$ cat config.mk
export PLATFORM = sky130hd
export DESIGN_NAME = imu_angle_frame_parser_flat
export DESIGN_NICKNAME = d
export VERILOG_FILES = /design/src/hw/rtl/imuafp_pkg.sv /design/src/hw/rtl/imuafp_if.sv /design/src/hw/rtl/imuafp_frame.sv /design/src/hw/rtl/imu_angle_frame_parser.sv /design/src/flat_wrapper.sv
export VERILOG_INCLUDE_DIRS = /design/src /design/src/hw/rtl
export SDC_FILE = /design/constraint.sdc
export NUM_CORES = 1
export LEC_CHECK = 0
export BUFFER_PORTS_ARGS = -buffer_cell sky130_fd_sc_hd__buf_4
export CAP_MARGIN = 30
export CORE_ASPECT_RATIO = 2
export CORE_MARGIN = 3
export CORE_UTILIZATION = 45
export CTS_BUF_LIST = sky130_fd_sc_hd__clkbuf_8
export DETAILED_ROUTE_END_ITERATION = 16
export HOLD_SLACK_MARGIN = 0.08
export PLACE_DENSITY = 0.66
export SYNTH_ARGS = -nofsm -noshare
export SYNTH_HDL_FRONTEND = slang
export SYNTH_SLANG_ARGS = --single-unit
$ cat constraint.sdc
create_clock -name clk -period 5 [get_ports clk]
set_clock_uncertainty 0.05 [all_clocks]
set_input_delay 0 -clock clk [delete_from_list [all_inputs] [get_ports clk]]
set_output_delay 0 -clock clk [all_outputs]
set_load 0.1 [all_outputs]
$ cat src/hw/rtl/imu_angle_frame_parser_defines.svh
// Assertion macros for the angle frame parser.
`ifndef IMU_ANGLE_FRAME_PARSER_DEFINES_SVH
`define IMU_ANGLE_FRAME_PARSER_DEFINES_SVH

`ifndef SYNTHESIS
`define IMUAFP_ASSERT_SAME(label, ante, cons) \
	label: assert property (@(posedge clk) disable iff (!arst_n) (ante) |-> (cons)) \
		else $error("imuafp assertion failed");
`define IMUAFP_ASSERT_NEXT(label, ante, cons) \
	label: assert property (@(posedge clk) disable iff (!arst_n) (ante) |=> (cons)) \
		else $error("imuafp assertion failed");
`else
`define IMUAFP_ASSERT_SAME(label, ante, cons)
`define IMUAFP_ASSERT_NEXT(label, ante, cons)
`endif

`endif

$ cat src/hw/rtl/imuafp_pkg.sv
package imuafp_pkg;

	localparam logic [7:0] HEADER_BYTE = 8'h55;
	localparam logic [7:0] ANGLE_TYPE  = 8'h53;
	localparam int         FRAME_LEN   = 11;
	localparam int         POS_W       = $clog2(FRAME_LEN);
	localparam logic [POS_W-1:0] POS_FIRST = '0;
	localparam logic [POS_W-1:0] POS_LAST  = POS_W'(FRAME_LEN - 1);
	localparam int         ELAPSED_W   = 17;
	localparam logic [ELAPSED_W-1:0] ELAPSED_MAX = '1;
	localparam logic [15:0] TIMEOUT_RESET = 16'd100;

	typedef struct packed {
		logic               updated;
		logic               failed;
		logic signed [15:0] roll;
		logic signed [15:0] pitch;
		logic signed [15:0] yaw;
	} frame_evt_t;

endpackage

$ cat src/hw/rtl/imuafp_if.sv
interface imuafp_req_if;
	logic       valid;
	logic       ready;
	logic       command;
	logic [7:0] data_byte;

	modport source (output valid, command, data_byte, input ready);
	modport sink   (input valid, command, data_byte, output ready);
endinterface

interface imuafp_rsp_if;
	logic               valid;
	logic               ready;
	logic signed [15:0] roll_angle;
	logic signed [15:0] pitch_angle;
	logic signed [15:0] yaw_angle;
	logic               angles_updated;
	logic               checksum_failed;
	logic               stale;
	logic [31:0]        bytes_seen;
	logic [31:0]        frames_seen;

	modport source (output valid, roll_angle, pitch_angle, yaw_angle, angles_updated,
		checksum_failed, stale, bytes_seen, frames_seen, input ready);
	modport sink   (input valid, roll_angle, pitch_angle, yaw_angle, angles_updated,
		checksum_failed, stale, bytes_seen, frames_seen, output ready);
endinterface

$ cat src/hw/rtl/imuafp_frame.sv
module imuafp_frame (
	input  logic                    clk,
	input  logic                    arst_n,
	input  logic                    byte_en,
	input  logic [7:0]              data_byte,
	output imuafp_pkg::frame_evt_t  evt
);

	logic [imuafp_pkg::POS_W-1:0] pos_q;
	logic [7:0]                   sum_q;
	logic [7:0]                   frame_q [1:7];
	logic                         take;
	logic                         last;
	logic                         sum_ok;

	assign take   = byte_en &&
		!(pos_q == imuafp_pkg::POS_FIRST && data_byte != imuafp_pkg::HEADER_BYTE);
	assign last   = pos_q == imuafp_pkg::POS_LAST;
	assign sum_ok = sum_q == data_byte;

	always_comb begin
		evt.updated = take && last && sum_ok && frame_q[1] == imuafp_pkg::ANGLE_TYPE;
		evt.failed  = take && last && !sum_ok;
		evt.roll    = {frame_q[3], frame_q[2]};
		evt.pitch   = {frame_q[5], frame_q[4]};
		evt.yaw     = {frame_q[7], frame_q[6]};
	end

	always_ff @(posedge clk or negedge arst_n) begin
		if (!arst_n) begin
			pos_q <= imuafp_pkg::POS_FIRST;
			sum_q <= '0;
		end else if (take) begin
			if (last) begin
				pos_q <= imuafp_pkg::POS_FIRST;
				sum_q <= '0;
			end else begin
				pos_q <= pos_q + 1'b1;
				sum_q <= (pos_q == imuafp_pkg::POS_FIRST) ? data_byte : sum_q + data_byte;
			end
		end
	end

	// hold the type and angle bytes of the frame in progress
	always_ff @(posedge clk) begin
		for (int i = 1; i <= 7; i++) begin
			if (take && pos_q == imuafp_pkg::POS_W'(i)) begin
				frame_q[i] <= data_byte;
			end
		end
	end

endmodule

$ cat src/hw/rtl/imu_angle_frame_parser.sv
// Channel  Dir  Payload
// req      in   command, data_byte
// rsp      out  roll/pitch/yaw_angle, angles_updated, checksum_failed, stale,
//               bytes_seen, frames_seen
// timeout  in   timeout_ms_we, timeout_ms_wdata
//
// One request is taken per cycle while req.ready is high; its response
// appears in the output register the next cycle.
// The running sum and frame position advance once per accepted frame byte.
// A stalled response holds the output register; req.ready is low only while a
// response waits and rsp.ready is low.
// Reset clears frame position, sum, angles, counters and sets timeout to 100.
`include "imu_angle_frame_parser_defines.svh"

module imu_angle_frame_parser (
	input  logic               clk,
	input  logic               arst_n,
	imuafp_req_if.sink         req,
	imuafp_rsp_if.source       rsp,
	input  logic               timeout_ms_we,
	input  logic [15:0]        timeout_ms_wdata
);

	logic [15:0]                        timeout_q;
	logic                               rsp_valid_q;
	logic signed [15:0]                 roll_q;
	logic signed [15:0]                 pitch_q;
	logic signed [15:0]                 yaw_q;
	logic                               updated_q;
	logic                               failed_q;
	logic                               stale_q;
	logic [imuafp_pkg::ELAPSED_W-1:0]   elapsed_q;
	logic [31:0]                        bytes_q;
	logic [31:0]                        frames_q;

	logic                               accept;
	logic                               byte_en;
	logic                               tick_en;
	imuafp_pkg::frame_evt_t             evt;
	logic [imuafp_pkg::ELAPSED_W-1:0]   elapsed_d;

	assign req.ready = !rsp_valid_q || rsp.ready;
	assign accept    = req.valid && req.ready;
	assign byte_en   = accept && !req.command;
	assign tick_en   = accept && req.command;

	imuafp_frame u_frame (
		.clk       (clk),
		.arst_n    (arst_n),
		.byte_en   (byte_en),
		.data_byte (req.data_byte),
		.evt       (evt)
	);

	always_comb begin
		elapsed_d = elapsed_q;
		if (tick_en) begin
			if (elapsed_q != imuafp_pkg::ELAPSED_MAX) begin
				elapsed_d = elapsed_q + 1'b1;
			end
		end else if (evt.updated) begin
			elapsed_d = '0;
		end
	end

	always_ff @(posedge clk or negedge arst_n) begin
		if (!arst_n) begin
			timeout_q <= imuafp_pkg::TIMEOUT_RESET;
		end else if (timeout_ms_we) begin
			timeout_q <= timeout_ms_wdata;
		end
	end

	always_ff @(posedge clk or negedge arst_n) begin
		if (!arst_n) begin
			rsp_valid_q <= 1'b0;
			roll_q      <= '0;
			pitch_q     <= '0;
			yaw_q       <= '0;
			updated_q   <= 1'b0;
			failed_q    <= 1'b0;
			stale_q     <= 1'b0;
			elapsed_q   <= '0;
			bytes_q     <= '0;
			frames_q    <= '0;
		end else begin
			if (accept) begin
				rsp_valid_q <= 1'b1;
			end else if (rsp.ready) begin
				rsp_valid_q <= 1'b0;
			end
			if (accept) begin
				updated_q <= evt.updated;
				failed_q  <= evt.failed;
				stale_q   <= elapsed_d > {1'b0, timeout_q};
				elapsed_q <= elapsed_d;
				if (byte_en) begin
					bytes_q <= bytes_q + 1'b1;
				end
				if (evt.updated) begin
					roll_q   <= evt.roll;
					pitch_q  <= evt.pitch;
					yaw_q    <= evt.yaw;
					frames_q <= frames_q + 1'b1;
				end
			end
		end
	end

	assign rsp.valid           = rsp_valid_q;
	assign rsp.roll_angle      = roll_q;
	assign rsp.pitch_angle     = pitch_q;
	assign rsp.yaw_angle       = yaw_q;
	assign rsp.angles_updated  = updated_q;
	assign rsp.checksum_failed = failed_q;
	assign rsp.stale           = stale_q;
	assign rsp.bytes_seen      = bytes_q;
	assign rsp.frames_seen     = frames_q;

	`IMUAFP_ASSERT_SAME(a_flags_exclusive, rsp_valid_q, !(updated_q && failed_q))
	`IMUAFP_ASSERT_SAME(a_fresh_not_stale, rsp_valid_q && updated_q, !stale_q)
	`IMUAFP_ASSERT_NEXT(a_frame_count, accept && evt.updated, frames_q == $past(frames_q) + 32'd1)
	`IMUAFP_ASSERT_NEXT(a_tick_no_byte, tick_en, bytes_q == $past(bytes_q))

endmodule

$ cat src/flat_wrapper.sv
// flat-port wrapper written by rule: the top's interface ports become plain ports
module imu_angle_frame_parser_flat 
  (clk, arst_n, timeout_ms_we, timeout_ms_wdata, req_valid, req_command, req_data_byte, req_ready, rsp_valid, rsp_roll_angle, rsp_pitch_angle, rsp_yaw_angle, rsp_angles_updated, rsp_checksum_failed, rsp_stale, rsp_bytes_seen, rsp_frames_seen, rsp_ready);
  imuafp_req_if req_i ();
  imuafp_rsp_if rsp_i ();
  input  logic clk;
  input  logic arst_n;
  input  logic timeout_ms_we;
  input  logic [15:0] timeout_ms_wdata;
  input wire logic [$bits(req_i.valid)-1:0] req_valid;
  input wire logic [$bits(req_i.command)-1:0] req_command;
  input wire logic [$bits(req_i.data_byte)-1:0] req_data_byte;
  output wire logic [$bits(req_i.ready)-1:0] req_ready;
  output wire logic [$bits(rsp_i.valid)-1:0] rsp_valid;
  output wire logic [$bits(rsp_i.roll_angle)-1:0] rsp_roll_angle;
  output wire logic [$bits(rsp_i.pitch_angle)-1:0] rsp_pitch_angle;
  output wire logic [$bits(rsp_i.yaw_angle)-1:0] rsp_yaw_angle;
  output wire logic [$bits(rsp_i.angles_updated)-1:0] rsp_angles_updated;
  output wire logic [$bits(rsp_i.checksum_failed)-1:0] rsp_checksum_failed;
  output wire logic [$bits(rsp_i.stale)-1:0] rsp_stale;
  output wire logic [$bits(rsp_i.bytes_seen)-1:0] rsp_bytes_seen;
  output wire logic [$bits(rsp_i.frames_seen)-1:0] rsp_frames_seen;
  input wire logic [$bits(rsp_i.ready)-1:0] rsp_ready;
  assign req_i.valid = req_valid;
  assign req_i.command = req_command;
  assign req_i.data_byte = req_data_byte;
  assign req_ready = req_i.ready;
  assign rsp_valid = rsp_i.valid;
  assign rsp_roll_angle = rsp_i.roll_angle;
  assign rsp_pitch_angle = rsp_i.pitch_angle;
  assign rsp_yaw_angle = rsp_i.yaw_angle;
  assign rsp_angles_updated = rsp_i.angles_updated;
  assign rsp_checksum_failed = rsp_i.checksum_failed;
  assign rsp_stale = rsp_i.stale;
  assign rsp_bytes_seen = rsp_i.bytes_seen;
  assign rsp_frames_seen = rsp_i.frames_seen;
  assign rsp_i.ready = rsp_ready;
  imu_angle_frame_parser u_core (.clk(clk), .arst_n(arst_n), .req(req_i), .rsp(rsp_i), .timeout_ms_we(timeout_ms_we), .timeout_ms_wdata(timeout_ms_wdata));
endmodule
==> run_results.csv <==
group,metric,value,unit
status,status,"complete, no violations",
setup_path,crit_type,"register to register",
setup_path,startpoint,"u_core.u_frame.sum_q[2]",
synth,synthAdderAreaFrac,3.68,%
placement,dp_hpwl,16.0,mm
setup_path,r2r-start,"u_core.u_frame.sum_q[2]",
synth,synth-edff-count,56,
finish,n_fill_cell,1790,
detailed_routing,drc,0,
clocking,cts_max_level,1,
timing,fin_crit_sh,83.6,%
finish,drive_gt1_share,19.2,%
timing,setup_viol,0,
global_routing,antenna_found_initial,0,
finish,final_common_cell,"nand2_1",
synth,synth-simple-area-share,19.2,%
detailed_routing,firstDrtPassIters,4,
clocking,clkSinkCount,217,
setup_path,regToRegEndpoint,"u_core.rsp.stale",
timing,slew_headroom,29.8,%
setup_path,start_kind,"register",
clocking,cts_made_buffers,30,
finish,mostFrequentLayoutCells,"nand2_1 (222), dfrtp_1 (158), buf_4 (156)",
floorplan,fp.coreArea,20500,um^2
worst_hold_path,min_path_cells,2,
setup_path,worst-path-max-fanout,21,
finish,antenna_cells,0,
floorplan,initial_utilization,45.9,%
timing,worst_pin_slew,1.04,ns
setup_path,reg2reg_slack,0.82,ns
synth,yosys_warnings,0,
synth,synth_compound_area_share,6.68,%
clocking,cts_tree,"yes",
detailed_routing,routed_wl,23.2,mm
clocking,clock_latency,0.57,ns
floorplan,die_area,22700,um^2
synth,syn-cell-area,9390,um^2
synth,syn-instance-count,862,
timing,maxSlewViolCount,0,
synth,synth-seq-cells,217,
detailed_routing,vias,7093,
finish,syn_to_final_growth,28.0,%
floorplan,ios,147,
synth,syn_area_per_cell,10.9,um^2
global_routing,grt_pass1_vias,7254,
job,drv_cap,0,
clocking,clkTransAtPathRegs,0.07,ns
clocking,ctsResizeCount,0,
worst_hold_path,hold_path_class,"primary input to register",
clocking,clockBufferDepth,3,
detailed_routing,routedWlPerCell,16.8,um
timing,finalHoldViolCount,0,
global_routing,grt_max_degree,68,
placement,portBuffers,146,
timing,fin_tns_setup,0,ns
setup_path,worstPathRequired,5.38,ns
synth,syn_nets,919,
detailed_routing,drt-initial-drc-count,303,
finish,final_area,12000,um^2
setup_path,rr_worst_depth,12,
timing,fin_crit,4.18,ns
global_routing,overflow,0,
synth,yosysSeqAreaShare,60.9,%
global_routing,grt_pass1_wl,37.4,mm
synth,async_flop_share,74.2,%
pwr,p_leak,5.76,nW
pwr,irDropWorstVdd,276,uV
finish,final_nets,1146,
setup_path,end_kind,"register",
floorplan,die_y,210,um
global_routing,track_usage,20.9,%
pwr,power_density,349,nW/um^2
worst_hold_path,holdPathEnd,"u_core.u_frame.frame_q[3][7]",
setup_path,crit_arrival,4.56,ns
clocking,root_buffer,"clkbuf_8",
floorplan,rows,74,
placement,place_area,10800,um^2
synth,synth_xor_xnor_area_share,6.44,%
timing,rsz0062_at_grt,"false",
synth,synth_top_family_by_area,"simple AND/OR/NAND/NOR gates",
placement,routabilityCongestion,0.832,
detailed_routing,avgViaCountPerCell,5.14,
timing,max_freq,239,MHz
floorplan,die_w,108,um
detailed_routing,ant_nets,0,
synth,synth-main-ff-cell,"dfrtp_1",
synth,synthMuxAreaShare,0.666,%
worst_hold_path,min_from,"req_data_byte[7]",
synth,synth_cell_types,54,
## sequential cells by signal, indices dropped and copies added, names as in the netlist
name and count:
u_core.rsp.bytes_seen 32, u_core.rsp.stale 1, u_core.rsp.yaw_angle 16, u_core.rsp.pitch_angle 16
u_core.elapsed_q 17, u_core.rsp.roll_angle 16, u_core.rsp.angles_updated 1, u_core.rsp.checksum_failed 1
u_core.rsp.valid 1, u_core.u_frame.pos_q 4, u_core.rsp.frames_seen 32, u_core.timeout_q 16
u_core.u_frame.frame_q 56, u_core.u_frame.sum_q 8
## cell families (layout without fill, tap and decap cells)
family,after synthesis,after routing
adders and majority gates,27,27
DFF,217,217
AOI/OAI and AO/OA,97,97
xor gates and xnor gates,69,69
muxes,6,6
and+or+nand+nor,389,389
buffers and inverters,57,308
## critical path, cell delays in order (launching register included)
cell      delay, ns
dfrtp_1        0.39
ha_1           0.35
nor4_2         0.29
nand3_1        0.16
or4_2          0.98
o211ai_1       0.25
o31ai_1        0.12
ha_1           0.29
and4_1         0.19
a2111o_1       0.41
o31a_1         0.23
o21ai_0        0.20
a41oi_1        0.14
## per-stage QoR
| stage | power (mW) | hold WS (ns) | std cells | setup WS (ns) | utilization (%) |
|---|---|---|---|---|---|
| 2_1_floorplan | 2.66 | -0.346 | 862 | 0.484 | - |
| 3_3_place_gp | 2.86 | 0.0346 | 1261 | 0.827 | 52.8 |
| 3_5_place_dp | 2.88 | 0.0336 | 1261 | 0.778 | 52.8 |
| 4_1_cts | 4.24 | 0.165 | 1379 | 0.768 | 58.7 |
| 5_1_grt | 4.43 | 0.206 | 1379 | 0.598 | 58.7 |
| 6_report | 4.19 | 0.222 | 1379 | 0.822 | 58.7 |
## layer usage
metal | wire (um) | vias to the layer above | GRT usage [%]
li1 | - | 3420 | -
met1 | 8540 | 3461 | 23.4
met2 | 12600 | 158 | 38.3
met3 | 1120 | 54 | 2.94
met4 | 947 | 0 | 9.50
met5 | 0 | - | 0
## layout make-up
type	count	area [um^2]	share of cell area, %
Sequential cell	217	5710	47.5
Clock buffer	36	495	4.12
Tap cell	266	333	2.77
Timing Repair Buffer	219	1820	15.1
Inverter	33	124	1.03
Multi-Input combinational cell	588	3450	28.7
Clock inverter	20	81.3	0.677
## worst max path at each step
stage	cells past startpoint	end
2_1_floorplan	14	u_core.rsp.stale
3_3_place_gp	12	u_core.rsp.stale
3_5_place_dp	12	u_core.rsp.stale
4_1_cts	12	u_core.rsp.stale
5_1_grt	12	u_core.rsp.stale
6_report	12	u_core.rsp.stale
## power by group
group	internal (mW)	leakage [nW]	switching, mW
Combinational	0.321	2.75	0.532
Sequential	1.93	2.66	0.112
Clock	0.651	0.347	0.649
Total	2.90	5.76	1.29
## timing repair
item / 4_1_cts / 5_1_grt
hold buffers: 62 / 0
setup buffers: 0 / 0
hold endpoints to repair: 171 / 0
endpoints found under the setup margin: 0 / 0
## cells in the mapped netlist (all sizes together), types with 7 or more instances
| library cell | instances | area (um^2) |
|---|---|---|
| nor3 | 11 | 60.1 |
| ha | 26 | 325 |
| nor4 | 8 | 86.3 |
| xor2 | 23 | 201 |
| nand2 | 222 | 833 |
| o21ai | 38 | 190 |
| o31ai | 18 | 135 |
| clkbuf | 18 | 67.6 |
| xnor2 | 46 | 403 |
| edfxtp | 56 | 1680 |
| o211ai | 11 | 82.6 |
| a21oi | 9 | 45.0 |
| nand3 | 35 | 175 |
| nor2 | 40 | 150 |
| dfrtp | 158 | 3950 |
| and2 | 7 | 43.8 |
| nand4 | 20 | 125 |
| and4 | 8 | 70.1 |
| nand2b | 7 | 46.3 |
| and3 | 16 | 100 |
| inv | 33 | 124 |
Note: power is estimated with default switching activity, not from simulation.
